File: config.mk
export PLATFORM = sky130hd
export DESIGN_NAME = pwm_frequency_range_classifier_flat
export DESIGN_NICKNAME = d
export VERILOG_FILES = /design/src/design/pfrc_pkg.sv /design/src/design/pfrc_channels.sv /design/src/design/pfrc_front.sv /design/src/design/pfrc_job_queue.sv /design/src/design/pfrc_back.sv /design/src/design/pwm_frequency_range_classifier.sv /design/src/flat_wrapper.sv
export SDC_FILE = /design/constraint.sdc
export NUM_CORES = 2
export LEC_CHECK = 0
export BUFFER_PORTS_ARGS = -buffer_cell sky130_fd_sc_hd__buf_2
export CAP_MARGIN = 20
export CELL_PAD_IN_SITES_DETAIL_PLACEMENT = 0
export CELL_PAD_IN_SITES_GLOBAL_PLACEMENT = 2
export CORE_ASPECT_RATIO = 1.5
export CORE_MARGIN = 4
export CORE_UTILIZATION = 43
export CTS_CLUSTER_DIAMETER = 150
export CTS_CLUSTER_SIZE = 30
export DETAILED_ROUTE_END_ITERATION = 10
export MAX_ROUTING_LAYER = met4
export PLACE_DENSITY = 0.84
export SYNTH_ARGS = -nofsm -noshare
export SYNTH_HDL_FRONTEND = slang
export SYNTH_SLANG_ARGS = --single-unit
File: constraint.sdc
create_clock -name clock -period 9.59 [get_ports clock]
set_input_delay 0.4795 -clock clock [delete_from_list [all_inputs] [get_ports clock]]
set_output_delay 0.4795 -clock clock [all_outputs]
set_load 0.01 [all_outputs]
File: src/design/pfrc_pkg.sv
// Package for the PWM frequency range classifier.
// Holds widths, reset values, codes, the job record and the status classifier.
// No dependencies; every other design file imports it.
package pfrc_pkg;

   // Sizing of the datapath
   localparam int COUNT_WIDTH = 16;
   localparam int TIME_WIDTH  = 32;
   localparam int FRAC_BITS   = 8;

   localparam int LEVEL_W    = 16;
   localparam int REST_W     = 16;
   localparam int FREQ_W     = 24;
   localparam int CSR_DATA_W = 24;
   localparam int CSR_IDX_W  = 2;

   localparam int AVG_W = TIME_WIDTH + FRAC_BITS;
   localparam int CMP_W = (COUNT_WIDTH > REST_W) ? COUNT_WIDTH : REST_W;

   // Microseconds per second, and the bits it needs
   localparam int US_PER_S = 1000000;
   localparam int US_W     = 20;

   // Divider operand widths
   localparam int NUM_W     = COUNT_WIDTH + US_W + FRAC_BITS;
   localparam int AVG_LO_W  = AVG_W / 2;
   localparam int AVG_HI_W  = AVG_W - AVG_LO_W;
   localparam int PLO_W     = COUNT_WIDTH + AVG_LO_W;
   localparam int PHI_W     = COUNT_WIDTH + AVG_HI_W;
   localparam int DEN_W     = COUNT_WIDTH + AVG_W;
   localparam int DSH_W     = DEN_W + FREQ_W - 1;
   localparam int DIV_CNT_W = $clog2(FREQ_W);

   // Job queue between front and back
   localparam int QUEUE_DEPTH = 4;
   localparam int QPTR_W      = $clog2(QUEUE_DEPTH);
   localparam int QCNT_W      = $clog2(QUEUE_DEPTH + 1);

   localparam logic [FREQ_W-1:0] FREQ_MAX = '1;

   // Register reset values
   localparam logic [REST_W-1:0] RST_MAX_REST   = REST_W'(20);
   localparam logic [FREQ_W-1:0] RST_ERROR_HZ   = FREQ_W'(1200);
   localparam logic [FREQ_W-1:0] RST_FAR_HZ     = FREQ_W'(4500);
   localparam logic [FREQ_W-1:0] RST_NEAR_HZ    = FREQ_W'(7000);

   typedef enum logic [CSR_IDX_W-1:0] {
      CSR_MAX_REST = 2'd0,
      CSR_ERROR_HZ = 2'd1,
      CSR_FAR_HZ   = 2'd2,
      CSR_NEAR_HZ  = 2'd3
   } csr_index_type;

   typedef enum logic [1:0] {
      ST_OUT_OF_RANGE = 2'd0,
      ST_ERROR        = 2'd1,
      ST_FAR          = 2'd2,
      ST_NEAR         = 2'd3
   } range_status_type;

   // What the back end does with the held frequency
   typedef enum logic [1:0] {
      JOB_HOLD,
      JOB_CLEAR,
      JOB_ESTIMATE
   } job_kind_type;

   typedef enum logic [2:0] {
      BK_IDLE,
      BK_MUL_LO,
      BK_MUL_HI,
      BK_SUM,
      BK_CHECK,
      BK_DIVIDE,
      BK_DONE
   } back_state_type;

   typedef struct packed {
      job_kind_type             kind;
      logic                     idle;
      logic [COUNT_WIDTH-1:0]   edge_tally;
      logic [COUNT_WIDTH-1:0]   sample_tally;
      logic [AVG_W-1:0]         avg_period;
   } job_type;

   typedef struct packed {
      logic [FREQ_W-1:0] error_hz;
      logic [FREQ_W-1:0] far_hz;
      logic [FREQ_W-1:0] near_hz;
   } limits_type;

   // Range status of a frequency against the three limits
   function automatic range_status_type classify(input logic [FREQ_W-1:0] freq,
                                                 input logic              idle,
                                                 input limits_type        lim);
      range_status_type st;
      priority if (idle) begin
         st = ST_OUT_OF_RANGE;
      end else if (freq <= lim.error_hz) begin
         st = ST_ERROR;
      end else if (freq <= lim.far_hz) begin
         st = ST_FAR;
      end else if (freq <= lim.near_hz) begin
         st = ST_NEAR;
      end else begin
         st = ST_ERROR;
      end
      return st;
   endfunction

endpackage

File: src/design/pfrc_channels.sv
// Handshake channels of the PWM frequency range classifier.
// Sample transactions in, status transactions out; depends on pfrc_pkg.
interface pfrc_req_if;
   import pfrc_pkg::*;

   logic                  valid;
   logic                  ready;
   logic [TIME_WIDTH-1:0] sample_time_us;
   logic [LEVEL_W-1:0]    sample_level;

   modport source (output valid, output sample_time_us, output sample_level, input ready);
   modport sink   (input valid, input sample_time_us, input sample_level, output ready);
endinterface

interface pfrc_rsp_if;
   import pfrc_pkg::*;

   logic              valid;
   logic              ready;
   logic [1:0]        range_status;
   logic [FREQ_W-1:0] freq_hz;

   modport source (output valid, output range_status, output freq_hz, input ready);
   modport sink   (input valid, input range_status, input freq_hz, output ready);
endinterface

File: src/design/pfrc_front.sv
// Front end: accepts sample transactions, updates period average and tallies,
// and queues one job per sample for the back end. Depends on pfrc_pkg and pfrc_channels.
module pfrc_front (
   input  logic                        clock,
   input  logic                        reset,
   pfrc_req_if.sink                    req_if,
   input  logic [pfrc_pkg::REST_W-1:0] max_rest_count,
   input  logic                        q_full,
   output logic                        q_push,
   output pfrc_pkg::job_type           q_job
);
   import pfrc_pkg::*;

   logic [TIME_WIDTH-1:0]  prev_time_ff,  prev_time_in;
   logic [LEVEL_W-1:0]     prev_level_ff, prev_level_in;
   logic [AVG_W-1:0]       avg_ff,        avg_in;
   logic [COUNT_WIDTH-1:0] sample_ff,     sample_in;
   logic [COUNT_WIDTH-1:0] edge_ff,       edge_in;
   logic [COUNT_WIDTH-1:0] quiet_ff,      quiet_in;

   logic                   accept;
   logic [TIME_WIDTH-1:0]  diff;
   logic [AVG_W-1:0]       period;
   logic [AVG_W:0]         avg_sum;
   logic [COUNT_WIDTH-1:0] sample_inc, edge_inc, quiet_inc;
   logic                   level_change;
   job_kind_type           kind;

   assign req_if.ready = !q_full;
   assign accept       = req_if.valid && req_if.ready;
   assign q_push       = accept;

   // Period, running average and saturating tallies
   always_comb begin
      diff    = req_if.sample_time_us - prev_time_ff;
      period  = AVG_W'(diff) << FRAC_BITS;
      avg_sum = {1'b0, avg_ff} + {1'b0, period};
      avg_in  = (avg_ff == '0) ? period : avg_sum[AVG_W:1];

      sample_inc = (&sample_ff) ? sample_ff : sample_ff + COUNT_WIDTH'(1);
      edge_inc   = (&edge_ff)   ? edge_ff   : edge_ff   + COUNT_WIDTH'(1);
      quiet_inc  = (&quiet_ff)  ? quiet_ff  : quiet_ff  + COUNT_WIDTH'(1);

      level_change  = req_if.sample_level != prev_level_ff;
      prev_time_in  = req_if.sample_time_us;
      prev_level_in = req_if.sample_level;

      if (level_change) begin
         // count the edge unless it ends a long quiet zone
         edge_in   = (CMP_W'(quiet_ff) <= CMP_W'(max_rest_count)) ? edge_inc : edge_ff;
         quiet_in  = '0;
         sample_in = sample_inc;
         kind      = JOB_ESTIMATE;
      end else if (CMP_W'(quiet_inc) > CMP_W'(max_rest_count)) begin
         // close the burst
         edge_in   = '0;
         quiet_in  = quiet_inc - COUNT_WIDTH'(1);
         sample_in = '0;
         kind      = (edge_ff != '0) ? JOB_CLEAR : JOB_HOLD;
      end else begin
         edge_in   = edge_ff;
         quiet_in  = quiet_inc;
         sample_in = sample_inc;
         kind      = JOB_HOLD;
      end
   end

   // Job for the back end, built from the updated state
   always_comb begin
      q_job.kind         = kind;
      q_job.idle         = (sample_in == '0) && (edge_in == '0);
      q_job.edge_tally   = edge_in;
      q_job.sample_tally = sample_in;
      q_job.avg_period   = avg_in;
   end

   // Advance the state on each accepted transaction
   always_ff @(posedge clock) begin
      if (reset) begin
         prev_time_ff  <= '0;
         prev_level_ff <= '0;
         avg_ff        <= '0;
         sample_ff     <= '0;
         edge_ff       <= '0;
         quiet_ff      <= '0;
      end else if (accept) begin
         prev_time_ff  <= prev_time_in;
         prev_level_ff <= prev_level_in;
         avg_ff        <= avg_in;
         sample_ff     <= sample_in;
         edge_ff       <= edge_in;
         quiet_ff      <= quiet_in;
      end
   end

endmodule

File: src/design/pfrc_job_queue.sv
// Short job queue between the front and back ends of the classifier.
// Register file of job records with read and write pointers; depends on pfrc_pkg.
module pfrc_job_queue (
   input  logic              clock,
   input  logic              reset,
   input  logic              push,
   input  pfrc_pkg::job_type push_job,
   output logic              full,
   input  logic              pop,
   output logic              head_valid,
   output pfrc_pkg::job_type head_job
);
   import pfrc_pkg::*;

   job_type             entry_ff [QUEUE_DEPTH];
   logic [QPTR_W-1:0]   wr_ptr_ff, wr_ptr_in;
   logic [QPTR_W-1:0]   rd_ptr_ff, rd_ptr_in;
   logic [QCNT_W-1:0]   count_ff,  count_in;
   logic                do_push, do_pop;

   assign full       = count_ff == QCNT_W'(QUEUE_DEPTH);
   assign head_valid = count_ff != '0;
   assign head_job   = entry_ff[rd_ptr_ff];
   assign do_push    = push && !full;
   assign do_pop     = pop && head_valid;

   // Pointer and fill count update
   always_comb begin
      wr_ptr_in = do_push ? wr_ptr_ff + QPTR_W'(1) : wr_ptr_ff;
      rd_ptr_in = do_pop  ? rd_ptr_ff + QPTR_W'(1) : rd_ptr_ff;
      count_in  = count_ff;
      if (do_push && !do_pop) begin
         count_in = count_ff + QCNT_W'(1);
      end else if (do_pop && !do_push) begin
         count_in = count_ff - QCNT_W'(1);
      end
   end

   always_ff @(posedge clock) begin
      if (reset) begin
         wr_ptr_ff <= '0;
         rd_ptr_ff <= '0;
         count_ff  <= '0;
      end else begin
         wr_ptr_ff <= wr_ptr_in;
         rd_ptr_ff <= rd_ptr_in;
         count_ff  <= count_in;
      end
   end

   // Store the job at the write pointer
   always_ff @(posedge clock) begin
      if (do_push) begin
         entry_ff[wr_ptr_ff] <= push_job;
      end
   end

endmodule

File: src/design/pfrc_back.sv
// Back end: runs queued jobs, re-estimates frequency with a split multiply and
// a one-bit-per-cycle restoring divider, and holds the result register.
// Depends on pfrc_pkg and pfrc_channels.
module pfrc_back (
   input  logic                 clock,
   input  logic                 reset,
   input  logic                 q_valid,
   input  pfrc_pkg::job_type    q_job,
   output logic                 q_pop,
   input  pfrc_pkg::limits_type limits,
   pfrc_rsp_if.source           rsp_if
);
   import pfrc_pkg::*;

   back_state_type         state_ff, state_in;

   logic [FREQ_W-1:0]      freq_ff;
   logic                   rsp_valid_ff;
   range_status_type       rsp_status_ff;
   logic [FREQ_W-1:0]      rsp_freq_ff;

   logic                   idle_ff;
   logic [COUNT_WIDTH-1:0] edge_ff;
   logic [COUNT_WIDTH-1:0] sample_ff;
   logic [AVG_W-1:0]       avg_ff;
   logic [NUM_W-1:0]       num_ff;
   logic [PLO_W-1:0]       plo_ff;
   logic [PHI_W-1:0]       phi_ff;
   logic [DEN_W-1:0]       den_ff;
   logic [NUM_W-1:0]       rem_ff;
   logic [DSH_W-1:0]       dsh_ff;
   logic [FREQ_W-1:0]      quo_ff;
   logic [DIV_CNT_W-1:0]   cnt_ff;

   logic                   out_free;
   logic                   load_out;
   logic [FREQ_W-1:0]      out_freq;
   logic                   out_idle;
   logic                   den_zero;
   logic                   overflow;
   logic                   trial;
   logic                   div_last;

   assign out_free = !rsp_valid_ff || rsp_if.ready;
   assign den_zero = den_ff == '0;
   assign overflow = DEN_W'(num_ff[NUM_W-1:FREQ_W]) >= den_ff;
   assign trial    = DSH_W'(rem_ff) >= dsh_ff;
   assign div_last = cnt_ff == DIV_CNT_W'(FREQ_W - 1);

   assign rsp_if.valid        = rsp_valid_ff;
   assign rsp_if.range_status = rsp_status_ff;
   assign rsp_if.freq_hz      = rsp_freq_ff;

   // Next state
   always_comb begin
      state_in = state_ff;
      unique case (state_ff)
         BK_IDLE: begin
            if (q_valid && q_job.kind == JOB_ESTIMATE) begin
               state_in = BK_MUL_LO;
            end
         end
         BK_MUL_LO: state_in = BK_MUL_HI;
         BK_MUL_HI: state_in = BK_SUM;
         BK_SUM:    state_in = BK_CHECK;
         BK_CHECK: begin
            state_in = (den_zero || overflow) ? BK_DONE : BK_DIVIDE;
         end
         BK_DIVIDE: begin
            if (div_last) begin
               state_in = BK_DONE;
            end
         end
         BK_DONE: begin
            if (out_free) begin
               state_in = BK_IDLE;
            end
         end
         default: state_in = BK_IDLE;
      endcase
   end

   // Queue pop and result load
   always_comb begin
      q_pop    = 1'b0;
      load_out = 1'b0;
      out_freq = freq_ff;
      out_idle = idle_ff;
      unique case (state_ff)
         BK_IDLE: begin
            if (q_valid) begin
               if (q_job.kind == JOB_ESTIMATE) begin
                  q_pop = 1'b1;
               end else if (out_free) begin
                  q_pop    = 1'b1;
                  load_out = 1'b1;
                  out_freq = (q_job.kind == JOB_CLEAR) ? '0 : freq_ff;
                  out_idle = q_job.idle;
               end
            end
         end
         BK_DONE: begin
            if (out_free) begin
               load_out = 1'b1;
               out_freq = quo_ff;
            end
         end
         default: begin
            q_pop    = 1'b0;
            load_out = 1'b0;
         end
      endcase
   end

   // Control registers: state, held frequency, result valid
   always_ff @(posedge clock) begin
      if (reset) begin
         state_ff     <= BK_IDLE;
         freq_ff      <= '0;
         rsp_valid_ff <= 1'b0;
      end else begin
         state_ff <= state_in;
         if (load_out) begin
            freq_ff      <= out_freq;
            rsp_valid_ff <= 1'b1;
         end else if (rsp_if.ready) begin
            rsp_valid_ff <= 1'b0;
         end
      end
   end

   // Result payload
   always_ff @(posedge clock) begin
      if (load_out) begin
         rsp_status_ff <= classify(out_freq, out_idle, limits);
         rsp_freq_ff   <= out_freq;
      end
   end

   // Estimate datapath: split multiply, denominator sum, then divide
   always_ff @(posedge clock) begin
      unique case (state_ff)
         BK_IDLE: begin
            if (q_pop) begin
               idle_ff   <= q_job.idle;
               edge_ff   <= q_job.edge_tally;
               sample_ff <= q_job.sample_tally;
               avg_ff    <= q_job.avg_period;
            end
         end
         BK_MUL_LO: begin
            num_ff <= NUM_W'(NUM_W'(edge_ff) * NUM_W'(US_PER_S)) << FRAC_BITS;
            plo_ff <= PLO_W'(sample_ff) * PLO_W'(avg_ff[AVG_LO_W-1:0]);
         end
         BK_MUL_HI: begin
            phi_ff <= PHI_W'(sample_ff) * PHI_W'(avg_ff[AVG_W-1:AVG_LO_W]);
         end
         BK_SUM: begin
            den_ff <= DEN_W'(plo_ff) + (DEN_W'(phi_ff) << AVG_LO_W);
         end
         BK_CHECK: begin
            rem_ff <= num_ff;
            dsh_ff <= DSH_W'(den_ff) << (FREQ_W - 1);
            cnt_ff <= '0;
            priority if (den_zero) begin
               quo_ff <= (edge_ff != '0) ? FREQ_MAX : '0;
            end else if (overflow) begin
               quo_ff <= FREQ_MAX;
            end else begin
               quo_ff <= '0;
            end
         end
         BK_DIVIDE: begin
            // one quotient bit per cycle
            if (trial) begin
               rem_ff <= rem_ff - dsh_ff[NUM_W-1:0];
            end
            dsh_ff <= dsh_ff >> 1;
            quo_ff <= {quo_ff[FREQ_W-2:0], trial};
            cnt_ff <= cnt_ff + DIV_CNT_W'(1);
         end
         BK_DONE: begin
            quo_ff <= quo_ff;
         end
         default: begin
            cnt_ff <= '0;
         end
      endcase
   end

endmodule

File: src/design/pwm_frequency_range_classifier.sv
// PWM frequency range classifier: one status transaction per sample transaction.
// A sample with no level change is classified from the held or cleared frequency;
// one with a change runs the split multiply, sum and check and a restoring divider.
// Throughput: one transaction per cycle without changes, while results are not
// stalled; a 4-entry job queue lets samples enter while the divider runs.
// Synchronous active-high reset clears control state, restores register defaults.
module pwm_frequency_range_classifier (
   input  logic                            clock,
   input  logic                            reset,
   pfrc_req_if.sink                        req_if,
   pfrc_rsp_if.source                      rsp_if,
   input  logic                            csr_wr_en,
   input  pfrc_pkg::csr_index_type         csr_index,
   input  logic [pfrc_pkg::CSR_DATA_W-1:0] csr_wdata
);
   import pfrc_pkg::*;

   logic [REST_W-1:0] max_rest_ff;
   limits_type        limits_ff;

   logic              q_full;
   logic              q_push;
   job_type           q_job_in;
   logic              q_pop;
   logic              q_valid;
   job_type           q_head;

   // Configuration registers
   always_ff @(posedge clock) begin
      if (reset) begin
         max_rest_ff        <= RST_MAX_REST;
         limits_ff.error_hz <= RST_ERROR_HZ;
         limits_ff.far_hz   <= RST_FAR_HZ;
         limits_ff.near_hz  <= RST_NEAR_HZ;
      end else if (csr_wr_en) begin
         unique case (csr_index)
            CSR_MAX_REST: max_rest_ff        <= csr_wdata[REST_W-1:0];
            CSR_ERROR_HZ: limits_ff.error_hz <= csr_wdata[FREQ_W-1:0];
            CSR_FAR_HZ:   limits_ff.far_hz   <= csr_wdata[FREQ_W-1:0];
            CSR_NEAR_HZ:  limits_ff.near_hz  <= csr_wdata[FREQ_W-1:0];
            default:      max_rest_ff        <= max_rest_ff;
         endcase
      end
   end

   pfrc_front u_front (
      .clock          (clock),
      .reset          (reset),
      .req_if         (req_if),
      .max_rest_count (max_rest_ff),
      .q_full         (q_full),
      .q_push         (q_push),
      .q_job          (q_job_in)
   );

   pfrc_job_queue u_queue (
      .clock      (clock),
      .reset      (reset),
      .push       (q_push),
      .push_job   (q_job_in),
      .full       (q_full),
      .pop        (q_pop),
      .head_valid (q_valid),
      .head_job   (q_head)
   );

   pfrc_back u_back (
      .clock   (clock),
      .reset   (reset),
      .q_valid (q_valid),
      .q_job   (q_head),
      .q_pop   (q_pop),
      .limits  (limits_ff),
      .rsp_if  (rsp_if)
   );

endmodule

File: src/flat_wrapper.sv
// flat-port wrapper written by rule: the top's interface ports become plain ports
module pwm_frequency_range_classifier_flat import pfrc_pkg::*;
  (clock, reset, csr_wr_en, csr_index, csr_wdata, req_if_valid, req_if_sample_time_us, req_if_sample_level, req_if_ready, rsp_if_valid, rsp_if_range_status, rsp_if_freq_hz, rsp_if_ready);
  pfrc_req_if req_if_i ();
  pfrc_rsp_if rsp_if_i ();
  input  logic clock;
  input  logic reset;
  input  logic csr_wr_en;
  input  pfrc_pkg::csr_index_type csr_index;
  input  logic [pfrc_pkg::CSR_DATA_W-1:0] csr_wdata;
  input wire logic [$bits(req_if_i.valid)-1:0] req_if_valid;
  input wire logic [$bits(req_if_i.sample_time_us)-1:0] req_if_sample_time_us;
  input wire logic [$bits(req_if_i.sample_level)-1:0] req_if_sample_level;
  output wire logic [$bits(req_if_i.ready)-1:0] req_if_ready;
  output wire logic [$bits(rsp_if_i.valid)-1:0] rsp_if_valid;
  output wire logic [$bits(rsp_if_i.range_status)-1:0] rsp_if_range_status;
  output wire logic [$bits(rsp_if_i.freq_hz)-1:0] rsp_if_freq_hz;
  input wire logic [$bits(rsp_if_i.ready)-1:0] rsp_if_ready;
  assign req_if_i.valid = req_if_valid;
  assign req_if_i.sample_time_us = req_if_sample_time_us;
  assign req_if_i.sample_level = req_if_sample_level;
  assign req_if_ready = req_if_i.ready;
  assign rsp_if_valid = rsp_if_i.valid;
  assign rsp_if_range_status = rsp_if_i.range_status;
  assign rsp_if_freq_hz = rsp_if_i.freq_hz;
  assign rsp_if_i.ready = rsp_if_ready;
  pwm_frequency_range_classifier u_core (.clock(clock), .reset(reset), .req_if(req_if_i), .rsp_if(rsp_if_i), .csr_wr_en(csr_wr_en), .csr_index(csr_index), .csr_wdata(csr_wdata));
endmodule
* Yosys cells after proc, flatten, opt, wreduce, memory -nomap -nowiden
Memory sizes are Yosys's and may differ from the RTL's. A register that Yosys moved wholly into a read port is not among the register bits. Cells that the tools add are included.
Storage, ports and cells: flip-flop bits (word level) 668, bits in writable memories 300, bits of input ports 79, output and inout bits 28, logic and storage cells 165, memories kept 1
Memories:
- u_core.u_queue.entry_ff | depth 4, width 75, read ports 1, clocked after Yosys merged registers in 1, wr ports 1, RTL line pfrc_job_queue.sv:15 | job_type entry_ff [QUEUE_DEPTH];
Operators by class: add/subtract/negate cells 13, multipliers 3, order comparisons 7, eq/ne operators 18, multiplexer cells 55, reductions and logical operators 37
Operators with widths (number):
- $mux 24 | 8
- $mux 16 | 10
- $pmux 79 s2 | 1
- $pmux 24 s2 | 2
- $pmux 44 s2 | 1
- $ge 44x79->1 | 1
- $le 24x24->1 | 3
- $mul 16x20->36 | 2
- $add 36x56->56 | 1
- $ge 20x56->1 | 1
- $logic_not 56->1 | 1
- $add 16x1->16 const B | 3
- $reduce_and 16->1 | 3
- $mux 44 | 1
- $sub 44x44->44 | 1
- $add 40x40->41 | 1
- $logic_not 40->1 | 1
- $mux 40 | 1
- $logic_not 16->1 | 2
- $reduce_bool 16->1 | 2
- $sub 32x32->32 | 1
- $mul 16x14->30 const B | 1
- $pmux 3 s7 | 1
- $mux 1 | 17
- other kinds (30) | 67

* Longest topological paths before layout
depth in word-level cells 10, mapped depth 25, depth with buffers taken out 24

* By module
Synthesis repeated with hierarchy kept, for this count alone.
Unflattened totals: cells, all modules 6957, area total of the unflattened synthesis 71954.0 µm²
By module, submodules not included:
- pfrc_back | times used 1, cells an instance 4541, area each 45458.6 µm², sequential area each 12842.3 µm²
- pfrc_front | times used 1, cells an instance 1647, area each 11680.0 µm², sequential area each 2722.6 µm²
- pfrc_job_queue | times used 1, cells an instance 439, area each 11282.1 µm², sequential area each 9188.8 µm²
- pwm_frequency_range_classifier | times used 1, cells an instance 330, area each 3533.4 µm², sequential area each 1761.7 µm²

* Least setup slack after synthesis
No wires, ideal clock.
kind register to register, from reg u_core.u_back.state_ff[2], to reg u_core.u_back.rem_ff[0], enable pin, setup time 512 ps, arrival 6836 ps, required time 9078 ps, setup slack 2242 ps, stages on the path, launching flop included 9, path buffers 1, clock period less this slack 7348 ps, cell sequence dfxtp_1 -> clkbuf_1 -> inv_1 -> nor2_1 -> and2_1 -> nand3_1 -> nor3_1 -> o21ai_0 -> o31ai_1
Between the ends: word-level cells in the longest chain between the ends 3, elaborated cells on any way between the ends 5, classes of those cells eq/ne (3); reduce/logical (2)
Ends and longest elaborated chain:
- start, declared | RTL line pfrc_back.sv:15 | back_state_type state_ff, state_in;
- start signal, assigned | RTL line pfrc_back.sv:122 | state_ff <= state_in;
- $eq 3x3->1 | RTL line pfrc_back.sv:142 | unique case (state_ff)
- $ne 2x2->1 (no line) / $reduce_bool 2->1 (equally long branches)
- $reduce_and 2->1 (no line) *
- end signal, assigned | RTL line pfrc_back.sv:162 | rem_ff <= num_ff;
- end signal, assigned | RTL line pfrc_back.sv:176 | rem_ff <= rem_ff - dsh_ff[NUM_W-1:0];
- end, declared | RTL line pfrc_back.sv:30 | logic [NUM_W-1:0] rem_ff;
Mark *: on every way between the ends. The rest lies on a longest branch, timed or not. A chain may end at the register's enable or synchronous reset.

* Final worst setup path
from reg u_core.u_back.sample_ff[4], to reg u_core.u_back.phi_ff[34] (data pin)
Between the ends: word-level cells in the longest chain between the ends 1
Ends and longest elaborated chain:
- start, declared | RTL line pfrc_back.sv:24 | logic [COUNT_WIDTH-1:0] sample_ff;
- start signal, assigned | RTL line pfrc_back.sv:147 | sample_ff <= q_job.sample_tally;
- $mul 16x20->36 | RTL line pfrc_back.sv:156 | phi_ff <= PHI_W'(sample_ff) * PHI_W'(avg_ff[AVG_W-1:AVG_LO_W]);
- end signal, assigned | RTL line pfrc_back.sv:156
- end, declared | RTL line pfrc_back.sv:28 | logic [PHI_W-1:0] phi_ff;
Every way passes these cells.

==> summary.md <==
| Metric | Value |
|---|---|
| CP most frequent cell | `fa_1` |
| CTS resizes | `0` |
| Total setup buffers inserted after CTS | `0` |
| Area Growth Syn to Fin | `5.732%` |
| Port buffer count | `106` |
| GRT Total Usage | `0.2128` |
| Worst r2r src | `u_core.u_back.sample_ff[4]$_DFFE_PP_` |
| Initial DRC Count | `2,463` |
| Largest net degree at the start of global routing | `94` |
| Commonest non-fill, non-tap cell in the layout | `nand2_1` |
| CTS Buf Count | `39` |
| Slew @ Worst Pin | `1.137 ns` |
| R2R Setup Slk | `2.08 ns` |
| First-pass GRT wire length | `277,200 µm` |
| TritonCTS clock tree | `done` |
| Core Rows | `181` |
| Flops & latches, synth | `970` |
| Clock transition at path regs | `0.13 ns` |
| Max_slew headroom | `0.2417` |
| Die Span X | `337.6 µm` |
| Fin crit share | `0.7831` |
| DRC | `0` |
| Post-synth cell types | `82` |
| FMAX | `133.2 MHz` |
| I/O pin count | `107` |
| Skew final | `0.05347 ns` |
| H-tree levels | `2` |
| Final hold vios | `0` |
| Reg2reg end | `u_core.u_back.phi_ff[34]$_DFFE_PP_` |
| Sequential share of the synthesized area | `0.3783` |
| Mapped cell area | `70,090 µm²` |
| WP data required | `9.99 ns` |
| CTS max path bufs | `3` |
| DR vias | `47,220` |
| Drt total wl | `173,400 µm` |
| Grt ovf | `0` |
| Yosys warnings | `0` |
| Antenna-violating nets left | `0` |
| DP HPWL | `132,600 µm` |
| Share of cells above drive strength 1 | `0.05315` |
| Worst min path class | `in -> reg` |
| EDFF count, synth | `709` |
| Die area | `169,600 µm²` |
| Setup Total Neg Slack | `0 ns` |
| Outcome | `finished clean` |
| Path depth of the worst reg2reg path | `22` |
| Clk_lat worst skew | `0.68 ns` |
| Post-detailed-route via-to-cell ratio | `5.328` |
| Mean post-synth cell area | `10.33 µm²` |
| Critical path arrival | `7.91 ns` |
| GPL Wtd Cong | `0.8617` |
| Final Hold Slack | `0.05491 ns` |
| Crit Path Max Fanout | `16` |
| Most frequent cells in the layout | `1,010 x nand2_1, 881 x inv_1, 709 x edfxtp_1, 587 x ha_1, 560 x fa_1` |
| Kind of critical path | `reg -> reg` |
| Inst Count DP | `8,778` |
| Number of detailed-route iterations in the first pass | `7` |
| Crit path time final | `7.510 ns` |
| Max Cap Violations | `0` |
| Non-Filler Instances | `8,863` |
| Setup crit end | `u_core.u_back.phi_ff[34]$_DFFE_PP_` |
| Syn_nets | `8,013` |
| Clock tree sinks | `970` |
| Drt wl/cell | `19.57 µm` |
| Max incr delay on CP | `1.04 ns` |
| Synth Instances | `6,787` |
| Initial antenna violation count | `5` |
| CP max-delay cell | `edfxtp_1` |
| Worst Hold Depth | `3` |
| Placed cell area | `72,770 µm²` |
| Worst setup EP type | `flop` |
| Post-layout nets | `7,952` |
| Fin. max-slew vios | `0` |
| Ys flop type | `edfxtp_1` |
| Post-layout instance area | `74,100 µm²` |
| Root Buffer | `clkbuf_16` |
| CP Cell Sequence | `buf_4 -> and2_1 -> fa_1 -> inv_1 -> fa_1 -> fa_1 -> fa_1 -> inv_1 -> fa_1 -> inv_1 -> fa_1 -> inv_1 -> ha_1 -> a21oi_1 -> or3b_2 -> a21oi_1 -> nor3_1 -> o221a_2 -> a31o_2 -> a21oi_1 -> o21ai_0 -> xor2_1` |
| Vias in the first global route | `49,570` |
| Async S/R FF share, synth | `0` |
| Core area | `162,200 µm²` |
| Finish-stage setup viols | `0` |
| Setup repair after global routing missed its margin | `false` |
| CP Launch Type | `flop` |
| Worst Setup SP | `u_core.u_back.sample_ff[4]$_DFFE_PP_` |
| Die H | `502.5 µm` |
| Starting Density | `0.4322` |
## worst max-delay path, delay by kind of cell, from the launching register on
family | cells | cell delay (ns)
AO/OA/AOI/OAI | 6 | 1.44
AND/OR/NAND/NOR | 3 | 0.74
XOR/XNOR | 1 | 0.15
buffers and inverters | 5 | 0.64
adder cells (fa/ha/maj) | 7 | 3.23
flip-flops | 1 | 1.04
## sequential cells by signal, summed over array words and instances, names as in the netlist, 24 cells and up, named ones only
signal / flops
u_core.u_back.den_ff: 56
u_core.u_back.dsh_ff: 79
u_core.u_back.phi_ff: 36
u_core.u_front.prev_time_ff: 32
u_core.u_back.rem_ff: 44
u_core.u_back.plo_ff: 36
u_core.u_front.avg_ff: 40
u_core.u_queue.entry_ff: 300
u_core.u_back.freq_ff: 24
u_core.u_back.rsp_if.freq_hz: 24
u_core.u_back.avg_ff: 40
u_core.u_back.quo_ff: 24
u_core.u_back.num_ff: 30
u_core.limits_ff: 72
## routing by layer
| layer | share of wire | global-route usage | vias to the layer above | wire length, µm |
|---|---|---|---|---|
| met5 | 0 | - | - | 0 |
| met3 | 0.026 | 0.01420 | 225 | 4449 |
| met2 | 0.54 | 0.3954 | 724 | 94450 |
| met4 | 0.033 | 0.06389 | 0 | 5779 |
| li1 | - | - | 22620 | - |
| met1 | 0.40 | 0.2453 | 23650 | 68750 |
## stage by stage
stage,worst slack (ns),util
detailed placement,2.098,0.4488
global route,1.726,0.4570
global placement,2.134,0.4485
finish,2.080,0.4570
floorplan,2.242,-
CTS,2.093,0.4566
## cells in the mapped netlist (9+ instances only)
| master | instances | area [µm²] |
|---|---|---|
| buf_1 | 16 | 60.06 |
| and3_1 | 42 | 262.8 |
| and2_1 | 326 | 2039 |
| nor3_1 | 70 | 350.3 |
| o211ai_1 | 35 | 262.8 |
| a21oi_1 | 398 | 1992 |
| a21boi_0 | 9 | 67.56 |
| mux2_2 | 15 | 168.9 |
| o2111ai_1 | 11 | 96.34 |
| o31ai_1 | 21 | 157.7 |
| a31oi_1 | 19 | 118.9 |
| nand4_1 | 69 | 431.7 |
| or3_1 | 17 | 106.4 |
| mux4_2 | 75 | 1689 |
| clkbuf_1 | 256 | 960.9 |
| and4_1 | 14 | 122.6 |
| nand2_1 | 1012 | 3799 |
| a22o_1 | 23 | 201.4 |
| a21o_1 | 111 | 833.3 |
| dfxtp_1 | 261 | 5225 |
| fa_1 | 560 | 11210 |
| nor2b_1 | 46 | 287.8 |
| nor2_1 | 265 | 994.7 |
| nand3_1 | 78 | 390.4 |
| a211oi_1 | 36 | 270.3 |
| edfxtp_1 | 709 | 21290 |
| o21ai_0 | 221 | 1106 |
| o21bai_1 | 35 | 262.8 |
| mux2i_1 | 16 | 160.2 |
| nor4_1 | 48 | 300.3 |
| ha_1 | 587 | 7345 |
| nand2b_1 | 45 | 281.5 |
| xnor2_1 | 178 | 1559 |
| inv_1 | 882 | 3311 |
| xor2_1 | 97 | 849.6 |
| o21a_1 | 44 | 330.3 |
## worst min-delay path by stage
stage | slack, ns | end | startpoint
2_1_floorplan | 0.40 | u_core.u_back.den_ff[0]$_DFFE_PP_ | u_core.u_back.plo_ff[0]$_DFFE_PP_
3_5_place_dp | 0.41 | u_core.u_back.den_ff[0]$_DFFE_PP_ | u_core.u_back.plo_ff[0]$_DFFE_PP_
3_3_place_gp | 0.40 | u_core.u_back.den_ff[17]$_DFFE_PP_ | u_core.u_back.plo_ff[17]$_DFFE_PP_
4_1_cts | 0.01 | u_core.u_front.prev_time_ff[0]$_SDFFE_PP0P_ | req_if_sample_time_us[0]
5_1_grt | 0.03 | u_core.u_front.prev_time_ff[0]$_SDFFE_PP0P_ | req_if_sample_time_us[0]
6_report | 0.05 | u_core.u_front.prev_time_ff[0]$_SDFFE_PP0P_ | req_if_sample_time_us[0]
## layout make-up
class / count / area (µm²)
antenna: 4 / 10.01
clock buffer: 63 / 1066
clock inverter: 7 / 113.9
fill: 15390 / 88050
inverter: 883 / 3317
multi-input combinational: 4651 / 39270
sequential: 970 / 26520
tap: 2104 / 2633
timing repair buffer: 181 / 1171
## kinds of logic after synthesis
family | Yosys count | share of synthesized area
muxes | 106 | 0.02880
buffers and inverters | 1166 | 0.06289
DFF | 970 | 0.3783
AOI/OAI and AO/OA | 1053 | 0.09303
and+or+nand+nor | 2070 | 0.1378
xor gates and xnor gates | 275 | 0.03437
adders and majority gates | 1147 | 0.2648
## what timing repair did
action | 4_1_cts | 5_1_grt
endpoints found under the setup margin | 0 | 0
hold buffers | 8 | 0
hold endpoints to repair | 8 | 0
Power is left out: the tool's default activity adds up to more than one toggle a clock period on the data nets, which glitch-free logic cannot reach.
